==> config.mk <==
export PLATFORM = sky130hd
export DESIGN_NAME = per_source_sequence_loss_tracker_core
export DESIGN_NICKNAME = d
export VERILOG_FILES = /design/src/sv/psslt_pkg.sv /design/src/sv/psslt_div.sv /design/src/sv/per_source_sequence_loss_tracker_core.sv
export SDC_FILE = /design/constraint.sdc
export NUM_CORES = 2
export LEC_CHECK = 0
export CORE_UTILIZATION = 45
export CTS_BUF_LIST = sky130_fd_sc_hd__clkbuf_2 sky130_fd_sc_hd__clkbuf_4 sky130_fd_sc_hd__clkbuf_8
export CTS_CLUSTER_SIZE = 30
export DETAILED_ROUTE_END_ITERATION = 12
export DONT_BUFFER_PORTS = 1
export SYNTH_ARGS = -nofsm -noshare
export SYNTH_HDL_FRONTEND = slang
export SYNTH_HIERARCHICAL = 1
export SYNTH_SLANG_ARGS = --single-unit
export TNS_END_PERCENT = 100
==> constraint.sdc <==
create_clock -name clock -period 9.4 [get_ports clock]
set_input_delay 0.94 -clock clock [delete_from_list [all_inputs] [get_ports clock]]
set_output_delay 0.94 -clock clock [all_outputs]
set_load 0.05 [all_outputs]
==> src/sv/psslt_pkg.sv <==
// ----------------------------------------------------------------------------
// psslt_pkg
// shared types and constants for the sequence loss tracker
// ----------------------------------------------------------------------------
package psslt_pkg;

   localparam int SrcW  = 32;
   localparam int SeqW  = 31;
   localparam int LossW = 16;
   localparam int DupW  = 32;

   typedef enum logic [1:0] {
      ST_NEW       = 2'd0,
      ST_ACCEPTED  = 2'd1,
      ST_DUPLICATE = 2'd2,
      ST_FULL      = 2'd3
   } status_type;

   typedef enum logic [2:0] {
      S_IDLE,
      S_SCAN,
      S_DECIDE,
      S_DIVIDE,
      S_OUT
   } state_type;

   // divider control between the core and the divider
   typedef struct packed {
      logic             start;
      logic [SeqW:0]    span;
      logic [SeqW:0]    missing;
   } div_req_type;

   typedef struct packed {
      logic             done;
      logic [LossW-1:0] quotient;
   } div_rsp_type;

endpackage

==> src/sv/psslt_div.sv <==
// ----------------------------------------------------------------------------
// psslt_div
// radix-2 restoring divider, one quotient bit per cycle
// ----------------------------------------------------------------------------
module psslt_div (
   input  logic                     clock,
   input  logic                     reset,
   input  psslt_pkg::div_req_type   req,
   output psslt_pkg::div_rsp_type   rsp
);
   import psslt_pkg::*;

   localparam int CntW = $clog2(LossW + 1);

   logic [SeqW+1:0]  rem_ff, rem_in;
   logic [SeqW:0]    den_ff, den_in;
   logic [LossW-1:0] quo_ff, quo_in;
   logic [CntW-1:0]  cnt_ff, cnt_in;
   logic             busy_ff, busy_in;
   logic             done_ff, done_in;
   logic [SeqW+1:0]  shifted;
   logic [SeqW+1:0]  diff;

   // missing < span, so each trial remainder fits in one extra bit
   assign shifted = {rem_ff[SeqW:0], 1'b0};
   assign diff    = shifted - {1'b0, den_ff};

   always_comb begin
      rem_in  = rem_ff;
      den_in  = den_ff;
      quo_in  = quo_ff;
      cnt_in  = cnt_ff;
      busy_in = busy_ff;
      done_in = 1'b0;
      if (req.start) begin
         rem_in  = {1'b0, req.missing};
         den_in  = req.span;
         cnt_in  = CntW'(LossW);
         busy_in = 1'b1;
      end else if (busy_ff) begin
         if (!diff[SeqW+1]) begin
            rem_in = diff;
            quo_in = {quo_ff[LossW-2:0], 1'b1};
         end else begin
            rem_in = shifted;
            quo_in = {quo_ff[LossW-2:0], 1'b0};
         end
         cnt_in = cnt_ff - 1'b1;
         if (cnt_ff == CntW'(1)) begin
            busy_in = 1'b0;
            done_in = 1'b1;
         end
      end
   end

   always_ff @(posedge clock) begin
      rem_ff <= rem_in;
      den_ff <= den_in;
      quo_ff <= quo_in;
      cnt_ff <= cnt_in;
      if (reset) begin
         busy_ff <= 1'b0;
         done_ff <= 1'b0;
      end else begin
         busy_ff <= busy_in;
         done_ff <= done_in;
      end
   end

   assign rsp.done     = done_ff;
   assign rsp.quotient = quo_ff;

   a_done_after_busy: assert property (@(posedge clock) disable iff (reset)
      done_ff |-> $past(busy_ff)) else $error("divider done without work");
   a_no_start_busy: assert property (@(posedge clock) disable iff (reset)
      busy_ff && !$past(req.start) |=> $past(cnt_ff) != '0)
      else $error("divider count underflow");
   a_done_clears: assert property (@(posedge clock) disable iff (reset)
      done_ff |=> !done_ff) else $error("divider done held");

endmodule

==> src/sv/per_source_sequence_loss_tracker_core.sv <==
// ----------------------------------------------------------------------------
// per_source_sequence_loss_tracker_core
// per-source sequence tracking with a serial table scan and a serial divider
// ----------------------------------------------------------------------------
// new, duplicate and full words go through the scan and the decide step only, and
//   an accepted word also passes the 16-step fraction divider
// throughput: one word at a time, a new word is taken once the result is accepted;
//   the entry scan visits one entry per cycle, then the radix-2 divider produces
//   one quotient bit per cycle
// reset: synchronous, clears all valid bits, the duplicate counter and control
module per_source_sequence_loss_tracker_core #(
   parameter int TABLE_ENTRIES = 16
) (
   input  logic         clock,
   input  logic         reset,
   input  logic         req_tvalid,
   output logic         req_tready,
   input  logic [63:0]  req_tdata,   // source_id[31:0], sequence_number[62:32]
   output logic         rsp_tvalid,
   input  logic         rsp_tready,
   output logic [175:0] rsp_tdata    // status[1:0], matched_source[33:2],
                                     // first_sequence[64:34], last_sequence[95:65],
                                     // received_count[126:96], loss_fraction[142:127],
                                     // duplicate_total[174:143]
);
   import psslt_pkg::*;

   localparam int IdxW = (TABLE_ENTRIES > 1) ? $clog2(TABLE_ENTRIES) : 1;
   localparam int CntW = $clog2(TABLE_ENTRIES + 1);
   localparam logic [SeqW-1:0] RecvMax = '1;

   // entry table, one entry read per cycle during the scan
   logic [SrcW-1:0]  src_mem  [TABLE_ENTRIES];
   logic [SeqW-1:0]  first_mem[TABLE_ENTRIES];
   logic [SeqW-1:0]  last_mem [TABLE_ENTRIES];
   logic [SeqW-1:0]  recv_mem [TABLE_ENTRIES];
   logic [LossW-1:0] loss_mem [TABLE_ENTRIES];
   logic [TABLE_ENTRIES-1:0] valid_ff;

   state_type state_ff, state_in;

   logic [SrcW-1:0]  src_ff;
   logic [SeqW-1:0]  seq_ff;
   logic [CntW-1:0]  scan_ff;
   logic             hit_ff, free_ok_ff;
   logic [IdxW-1:0]  hit_idx_ff, free_idx_ff;
   logic [DupW-1:0]  dup_ff;

   // registered read of the entry being looked at
   logic [SrcW-1:0]  rd_src_ff;
   logic             rd_valid_ff, rd_live_ff;
   logic [IdxW-1:0]  rd_idx_ff;

   // result register
   status_type       o_status_ff;
   logic [SeqW-1:0]  o_first_ff, o_last_ff, o_recv_ff;
   logic [LossW-1:0] o_loss_ff;
   logic             out_valid_ff;

   div_req_type div_req;
   div_rsp_type div_rsp;

   logic [IdxW-1:0] scan_idx;
   logic            scan_more;
   logic [SeqW:0]   span_w, recv_w;

   assign scan_idx  = scan_ff[IdxW-1:0];
   assign scan_more = scan_ff < CntW'(TABLE_ENTRIES);

   // next state
   always_comb begin
      state_in = state_ff;
      unique case (state_ff)
         S_IDLE:   if (req_tvalid) state_in = S_SCAN;
         S_SCAN:   if (!scan_more && !rd_live_ff) state_in = S_DECIDE;
         S_DECIDE: begin
            if (hit_ff && seq_ff > last_mem[hit_idx_ff]) state_in = S_DIVIDE;
            else state_in = S_OUT;
         end
         S_DIVIDE: if (div_rsp.done) state_in = S_OUT;
         S_OUT:    if (rsp_tready) state_in = S_IDLE;
         default:  state_in = S_IDLE;
      endcase
   end

   // outputs of the sequencer
   always_comb begin
      req_tready = 1'b0;
      rsp_tvalid = 1'b0;
      unique case (state_ff)
         S_IDLE:  req_tready = 1'b1;
         S_OUT:   rsp_tvalid = 1'b1;
         default: ;
      endcase
   end

   // span and received for the accepted case, values after the update
   assign span_w = {1'b0, seq_ff} - {1'b0, first_mem[hit_idx_ff]} + 1'b1;
   assign recv_w = {1'b0, o_recv_ff};

   assign div_req.start   = (state_ff == S_DECIDE) && (state_in == S_DIVIDE);
   assign div_req.span    = span_w;
   assign div_req.missing = span_w - {1'b0, (recv_mem[hit_idx_ff] < RecvMax) ?
                            recv_mem[hit_idx_ff] + 1'b1 : recv_mem[hit_idx_ff]};

   psslt_div u_div (
      .clock (clock),
      .reset (reset),
      .req   (div_req),
      .rsp   (div_rsp)
   );

   always_ff @(posedge clock) begin
      if (reset) begin
         state_ff     <= S_IDLE;
         valid_ff     <= '0;
         dup_ff       <= '0;
         rd_live_ff   <= 1'b0;
         out_valid_ff <= 1'b0;
      end else begin
         state_ff   <= state_in;
         rd_live_ff <= 1'b0;
         unique case (state_ff)
            S_IDLE: if (req_tvalid) begin
               src_ff     <= req_tdata[31:0];
               seq_ff     <= req_tdata[62:32];
               scan_ff    <= '0;
               hit_ff     <= 1'b0;
               free_ok_ff <= 1'b0;
            end
            S_SCAN: begin
               // stage one: read, stage two: compare
               if (scan_more) begin
                  rd_src_ff   <= src_mem[scan_idx];
                  rd_valid_ff <= valid_ff[scan_idx];
                  rd_idx_ff   <= scan_idx;
                  rd_live_ff  <= 1'b1;
                  scan_ff     <= scan_ff + 1'b1;
               end
               if (rd_live_ff) begin
                  if (rd_valid_ff) begin
                     if (!hit_ff && rd_src_ff == src_ff) begin
                        hit_ff     <= 1'b1;
                        hit_idx_ff <= rd_idx_ff;
                     end
                  end else if (!free_ok_ff) begin
                     free_ok_ff  <= 1'b1;
                     free_idx_ff <= rd_idx_ff;
                  end
               end
            end
            S_DECIDE: begin
               if (!hit_ff) begin
                  if (free_ok_ff) begin
                     valid_ff[free_idx_ff]  <= 1'b1;
                     src_mem[free_idx_ff]   <= src_ff;
                     first_mem[free_idx_ff] <= seq_ff;
                     last_mem[free_idx_ff]  <= seq_ff;
                     recv_mem[free_idx_ff]  <= SeqW'(1);
                     loss_mem[free_idx_ff]  <= '0;
                     o_status_ff <= ST_NEW;
                     o_first_ff  <= seq_ff;
                     o_last_ff   <= seq_ff;
                     o_recv_ff   <= SeqW'(1);
                  end else begin
                     o_status_ff <= ST_FULL;
                     o_first_ff  <= '0;
                     o_last_ff   <= '0;
                     o_recv_ff   <= '0;
                  end
                  o_loss_ff <= '0;
               end else if (seq_ff <= last_mem[hit_idx_ff]) begin
                  if (dup_ff != '1) dup_ff <= dup_ff + 1'b1;
                  o_status_ff <= ST_DUPLICATE;
                  o_first_ff  <= first_mem[hit_idx_ff];
                  o_last_ff   <= last_mem[hit_idx_ff];
                  o_recv_ff   <= recv_mem[hit_idx_ff];
                  o_loss_ff   <= loss_mem[hit_idx_ff];
               end else begin
                  o_status_ff <= ST_ACCEPTED;
                  o_first_ff  <= first_mem[hit_idx_ff];
                  o_last_ff   <= seq_ff;
                  o_recv_ff   <= (recv_mem[hit_idx_ff] < RecvMax) ?
                                 recv_mem[hit_idx_ff] + 1'b1 : recv_mem[hit_idx_ff];
                  last_mem[hit_idx_ff] <= seq_ff;
               end
            end
            S_DIVIDE: if (div_rsp.done) begin
               // loss is zero once received covers the whole span
               o_loss_ff <= (recv_w >= span_w) ? '0 : div_rsp.quotient;
               loss_mem[hit_idx_ff] <= (recv_w >= span_w) ? '0 : div_rsp.quotient;
               recv_mem[hit_idx_ff] <= o_recv_ff;
            end
            default: ;
         endcase
         out_valid_ff <= (state_in == S_OUT);
      end
   end

   assign rsp_tdata = {1'b0, dup_ff, o_loss_ff, o_recv_ff, o_last_ff, o_first_ff,
                       src_ff, o_status_ff};

   a_out_matches_state: assert property (@(posedge clock) disable iff (reset)
      rsp_tvalid |-> out_valid_ff) else $error("result flag out of step");
   a_full_has_no_free: assert property (@(posedge clock) disable iff (reset)
      rsp_tvalid && o_status_ff == ST_FULL |-> valid_ff == '1)
      else $error("full status with a free entry");
   a_result_holds: assert property (@(posedge clock) disable iff (reset)
      rsp_tvalid && !rsp_tready |=> $stable(rsp_tdata))
      else $error("result changed under stall");

endmodule

# == Word level (Yosys, flattened, before mapping) ==
# Memories as Yosys holds them, arrays and structs flattened. A register that Yosys moved wholly into a read port is not among the register bits.
# Index checks and enable logic that the tools add are counted.
# W data, S select, Z words.
# op_classes
mux,75
shifts,0
n_reduce_logical,29
addsub,8
magnitude_cmp,8
bitwise,8
eq_ne,16
multipliers,0
div_mod_pow,0
# ops
operator,count
$mux W31,9
$mux W32,3
$mux W16,5
$add A32 B1 Y32 const B,2
$reduce_or A31 Y1,2
$mux W1,34
$sub A33 B32 Y33,1
$eq A32 B32 Y1,1
$ge A31 B32 Y1,1
$ne A32 B32 Y1 const B,1
$pmux W16 S2,1
$sub A31 B31 Y32,1
$sub A32 B31 Y32,1
$add A31 B1 Y31 const B,1
$gt A31 B31 Y1,1
$le A31 B31 Y1,1
$lt A31 B31 Y1 const B,1
$mux W4,7
$or A16 B16 Y16,1
$reduce_or A16 Y1,1
$mux W3,5
$pmux W3 S5,1
$reduce_and A5 Y1,3
$ne A2 B2 Y1 const B,6
other kinds (28),54
# totals
elab_cells,173
memories,5
in_bits,68
ff_bits,333
latchBits,0
ramBits,2256
output_inout_bits,178
rom_bits,0
# memory_table
name,words,width,rd,rd_clocked_by_memory_dff,wr,line_no,text
src_mem,16,32,1,1,1,per_source_sequence_loss_tracker_core.sv:33,logic [SrcW-1:0] src_mem [TABLE_ENTRIES];
first_mem,16,31,1,1,1,per_source_sequence_loss_tracker_core.sv:34,logic [SeqW-1:0] first_mem[TABLE_ENTRIES];
last_mem,16,31,1,1,1,per_source_sequence_loss_tracker_core.sv:35,logic [SeqW-1:0] last_mem [TABLE_ENTRIES];
recv_mem,16,31,1,1,1,per_source_sequence_loss_tracker_core.sv:36,logic [SeqW-1:0] recv_mem [TABLE_ENTRIES];
loss_mem,16,16,1,1,1,per_source_sequence_loss_tracker_core.sv:37,logic [LossW-1:0] loss_mem [TABLE_ENTRIES];

# == Depth between registers and ports, before layout ==
# depth
depth_word,9
mapped_depth,38
depth_no_buf,30

# == Modules after synthesis ==
# The synthesis kept the hierarchy.
# modules_own_cells
module,seq_area_each_um2,instances,cells_per_inst,area_per_inst_um2
per_source_sequence_loss_tracker_core,75652.6,1,4988,102378.2
psslt_div,2542.4,1,502,5436.5

# == Worst setup path before layout ==
# OpenSTA, ideal clock, no wires.
# synth_path
path_kind,register -> register
from,register (tool-made name)
to,"memory loss_mem[0][10], data pin"
period_less_slack_ns,8.630
t_arrival_ns,8.294
n_path_buf,9
setup_time_ns,0.336
required_ns,9.064
setup_slack_ns,0.770
path_stages_with_launch,33
path_cell_list,dfxtp_1 > buf_6 > buf_6 > buf_6 > buf_6 > clkbuf_1 > clkbuf_1 > buf_2 > buf_1 > mux4_2 > mux4_2 > ha_1 > inv_1 > ha_1 > inv_1 > fa_1 > nor2b_1 > o31ai_1 > a311o_1 > a31oi_1 > a2111oi_0 > o21ai_0 > a211oi_1 > o21bai_1 > a21o_1 > xnor2_1 > ha_1 > and3_1 > o21a_1 > o21ai_0 > a41oi_1 > clkbuf_1 > nor3b_1
# synth_rtl
item,line_no
to (decl),per_source_sequence_loss_tracker_core.sv:37

==> metrics.md <==
| Metric | Value |
|---|---|
| Max clock buf depth | `4` |
| Fin cells | `9434` |
| Post-placement cell area | `112800 sq um` |
| Clock-pin transition on the worst setup and hold timing paths | `~0.06 ns` |
| IO Pins | `~250` |
| Reg area | `just under 80000 sq um` |
| Synthesized net count | `5748` |
| Vias in the first global route | `56850` |
| Final Util | `approximately half` |
| Final instance area | `~120000 sq um` |
| Critical Path End Type | `register` |
| Measured slew at the worst slew-check pin | `between 1 and 1.5 ns` |
| Period minus WS final | `8.142 ns` |
| Total track usage | `between 20 and 25%` |
| Pwr Total | `23.32 mW` |
| CP max FO | `37` |
| Clock root cell | `clkbuf_8` |
| Antenna-violating nets left | `0` |
| Fmax achieved | `roughly 120 MHz` |
| Fill cells | `roughly 19000` |
| Dpl hpwl | `151500 um` |
| Postcts setup bufs | `0` |
| Setup crit end | `loss_mem[10][4]` |
| CP Data Arrival Time | `approximately 9.1 ns` |
| Commonest cells post-synth | `edfxtp_1, mux4_2, inv_1` |
| Number of flops mapped to enable cells by yosys | `roughly 2600` |
| Core area | `238100 sq um` |
| Clock Sinks | `between 2000 and 3000` |
| Sequential cell area fraction in the yosys report | `between 70 and 80%` |
| # H-tree levels | `5` |
| Top-count cell post-synth | `edfxtp_1` |
| Fin crit share | `a little under 90%` |
| # DRC | `20` |
| Hold Crit Class | `in2reg` |
| Chip Height | `~490 um` |
| Pin count of the biggest net entering global routing | `136` |
| Port buffer count | `0` |
| Synth top area share | `a little under three quarters` |
| Primary FF master, synth | `edfxtp_1` |
| Num CTS Buffers | `around 440` |
| Clock latency on the worst-skew pair | `1.15 ns` |
| DR pass1 iterations | `10` |
| Setup-failing EPs final | `0` |
| Status | `finished with violations` |
| Synth cell types | `84` |
| Multi-input logic area | `28220 sq um` |
| Fraction of registers with async set/reset | `0%` |
| Critical path type | `reg2reg` |
| Area leader, netlist | `edfxtp_1` |
| Layout cells sized above 1 | `roughly a quarter` |
| Largest cells by area after synthesis | `edfxtp_1, mux4_2, ha_1, dfxtp_1, xnor2_1` |
| First-pass GRT wire length | `around 390000 um` |
| Reg-to-Reg End | `loss_mem[10][4]` |
| Cells after Synth | `5490` |
| Row cnt | `179` |
| CTS resizes | `0` |
| Initial Util | `45.29%` |
| Rel. slew slack | `between 10% and 20%` |
| Die Wd | `491.5 um` |
| Final Hold Vio Count | `0` |
| Worst VDD drop | `181.4 uV` |
| Nets | `around 6200` |
| P&R area growth vs syn | `12.85%` |
| Vias | `approximately 55000` |
| Setup TNS | `0 ns` |
| Initial antenna violation count | `10` |
| Final wirelength | `272600 um` |
| CTS tree | `yes` |
| GRT overflow | `0` |
| Dpl cells | `8604` |
| Initial DRC count | `around 5000` |
| Cell area after synthesis | `~110000 sq um` |
| Lkg Pwr | `a little under 40 nW` |
| GP Congestion | `~0.83` |
| R2R depth | `26` |
| Wirelength per Cell | `between 20 and 30 um` |
| Max cap viols | `0` |
| Synth warn | `6` |
| Die Area | `241500 sq um` |
| CP startpoint kind | `register` |
| Final Skew | `roughly 0.14 ns` |
| FF-to-FF setup slack | `roughly 1.3 ns` |
| DR vias/cell | `5.874` |
| FF+latch count, synth | `roughly 2600` |
| Syn_area_per_cell | `19.64 sq um` |
| Unrepaired setup endpoints after global routing | `false` |
| Slew Limit Fails | `0` |
| Failing checks | `DRC` |
| Power per cell area | `191.7 nW/um^2` |
| CP required | `~10 ns` |
## metrics by stage
step	setup slack, ns	hold WS (ns)
after floorplan	0.7704	0.4244
after global placement	1.288	0.4521
after detailed placement	1.228	0.4586
after CTS	1.145	0.01528
after global routing	0.5756	0.06932
final	1.258	0.1419
## logic make-up (layout without fill, tap and decap cells)
kind of cell / count (synthesis) / after routing / share of synthesized area [%]
compound gates: 557 / 557 / 3.648
xor+xnor: 204 / 204 / 1.657
fa+ha+maj: 190 / 190 / 2.226
buf+inv: 461 / 1234 / 1.716
flops: 2625 / 2625 / 72.53
mux: 712 / 712 / 14.76
other cells: 1 / 5 / 0.003478
simple gates: 740 / 740 / 3.463
## layout make-up
cell class,instances,share of cell area (%)
multi-input combinational,2404,23.20
clock inverter,149,0.6705
sequential,2625,64.28
clock buffer,612,6.069
inverter,210,0.6561
tap,3167,3.257
antenna,4,0.008227
timing repair buffer,263,1.863
## worst min-delay path by stage
| stage | start | end | cells after the start |
|---|---|---|---|
| after floorplan | scan_ff[2] | rd_idx_ff[2] | 0 |
| after global placement | valid_ff[4] | valid_ff[4] | 2 |
| after global routing | reset | scan_ff[0] | 1 |
| final | reset | scan_ff[0] | 1 |
| after detailed placement | valid_ff[14] | valid_ff[14] | 2 |
| after CTS | reset | scan_ff[0] | 1 |
## flip-flops by register name, indices dropped and copies added, names as in the netlist, 3 cells and up, named ones only
register,flops
o_loss_ff,16
valid_ff,16
rd_idx_ff,4
u_div/quo_ff,16
last_mem,496
seq_ff,31
o_first_ff,31
loss_mem,256
first_mem,496
hit_idx_ff,4
u_div/rem_ff,32
recv_mem,496
scan_ff,5
u_div/cnt_ff,5
free_idx_ff,4
o_last_ff,31
src_mem,512
rd_src_ff,32
u_div/den_ff,32
src_ff,32
o_recv_ff,31
state_ff,3
dup_ff,32
## power by group
part / internal (mW) / total (mW) / switching [mW] / leakage (nW)
clock network: 5.19 / 9.58 / 4.39 / 4.36
logic: 0.312 / 0.819 / 0.507 / 11.4
registers: 12.8 / 12.9 / 0.0911 / 23.4
## placed cells by master (no fill, tap or decap), drive strengths merged, types with 16 or more instances in the layout
| cell | n |
|---|---|
| edfxtp | 2562 |
| mux4 | 702 |
| clkbuf | 612 |
| inv | 214 |
| buf | 199 |
| nand2 | 198 |
| ha | 187 |
| nor2 | 177 |
| clkinv | 133 |
| xnor2 | 121 |
| o21ai | 120 |
| a21oi | 110 |
| xor2 | 83 |
| dlygate4sd3 | 64 |
| and2 | 63 |
| a22o | 63 |
| dfxtp | 63 |
| nand3 | 47 |
| a21o | 45 |
| nand4 | 39 |
| nor3 | 34 |
| o22ai | 33 |
| and3 | 28 |
| nor2b | 27 |
| nand4b | 26 |
| nand2b | 24 |
| nor3b | 20 |
| o311ai | 20 |
| a211oi | 18 |
| a22oi | 16 |
## critical path, stage by stage (launching register included)
cell       delay, ns
dfxtp_4         0.76
buf_4           0.54
mux4_2          0.39
mux4_2          0.54
inv_1           0.09
ha_1            0.23
ha_1            0.34
a21oi_1         0.20
o211ai_1        0.13
a221oi_1        0.65
nand2b_1        0.22
nor2_1          0.06
nor2_1          0.15
o21bai_1        0.08
a21oi_1         0.18
xnor2_1         0.32
inv_1           0.10
ha_1            0.33
a41oi_1         0.23
o21a_1          0.16
o31ai_1         0.11
a41oi_1         0.24
a21oi_1         0.10
o2111ai_1       0.30
a41oi_4         0.33
nor3b_1         0.78
buf_4           0.28
## metal layers
layer  share of wire, %  track usage, %  wire [um]
met1                 42           30.93     113200
met3                7.7           4.740      21000
met5                  0               0          0
met4                2.2           5.935       5983
met2                 49           36.32     132400
## timing repair
action,CTS,global route
setup endpoints to repair,0,0
endpoints found under the hold margin,121,0
hold buffers,65,0
Power figures use the tool's default switching activity.
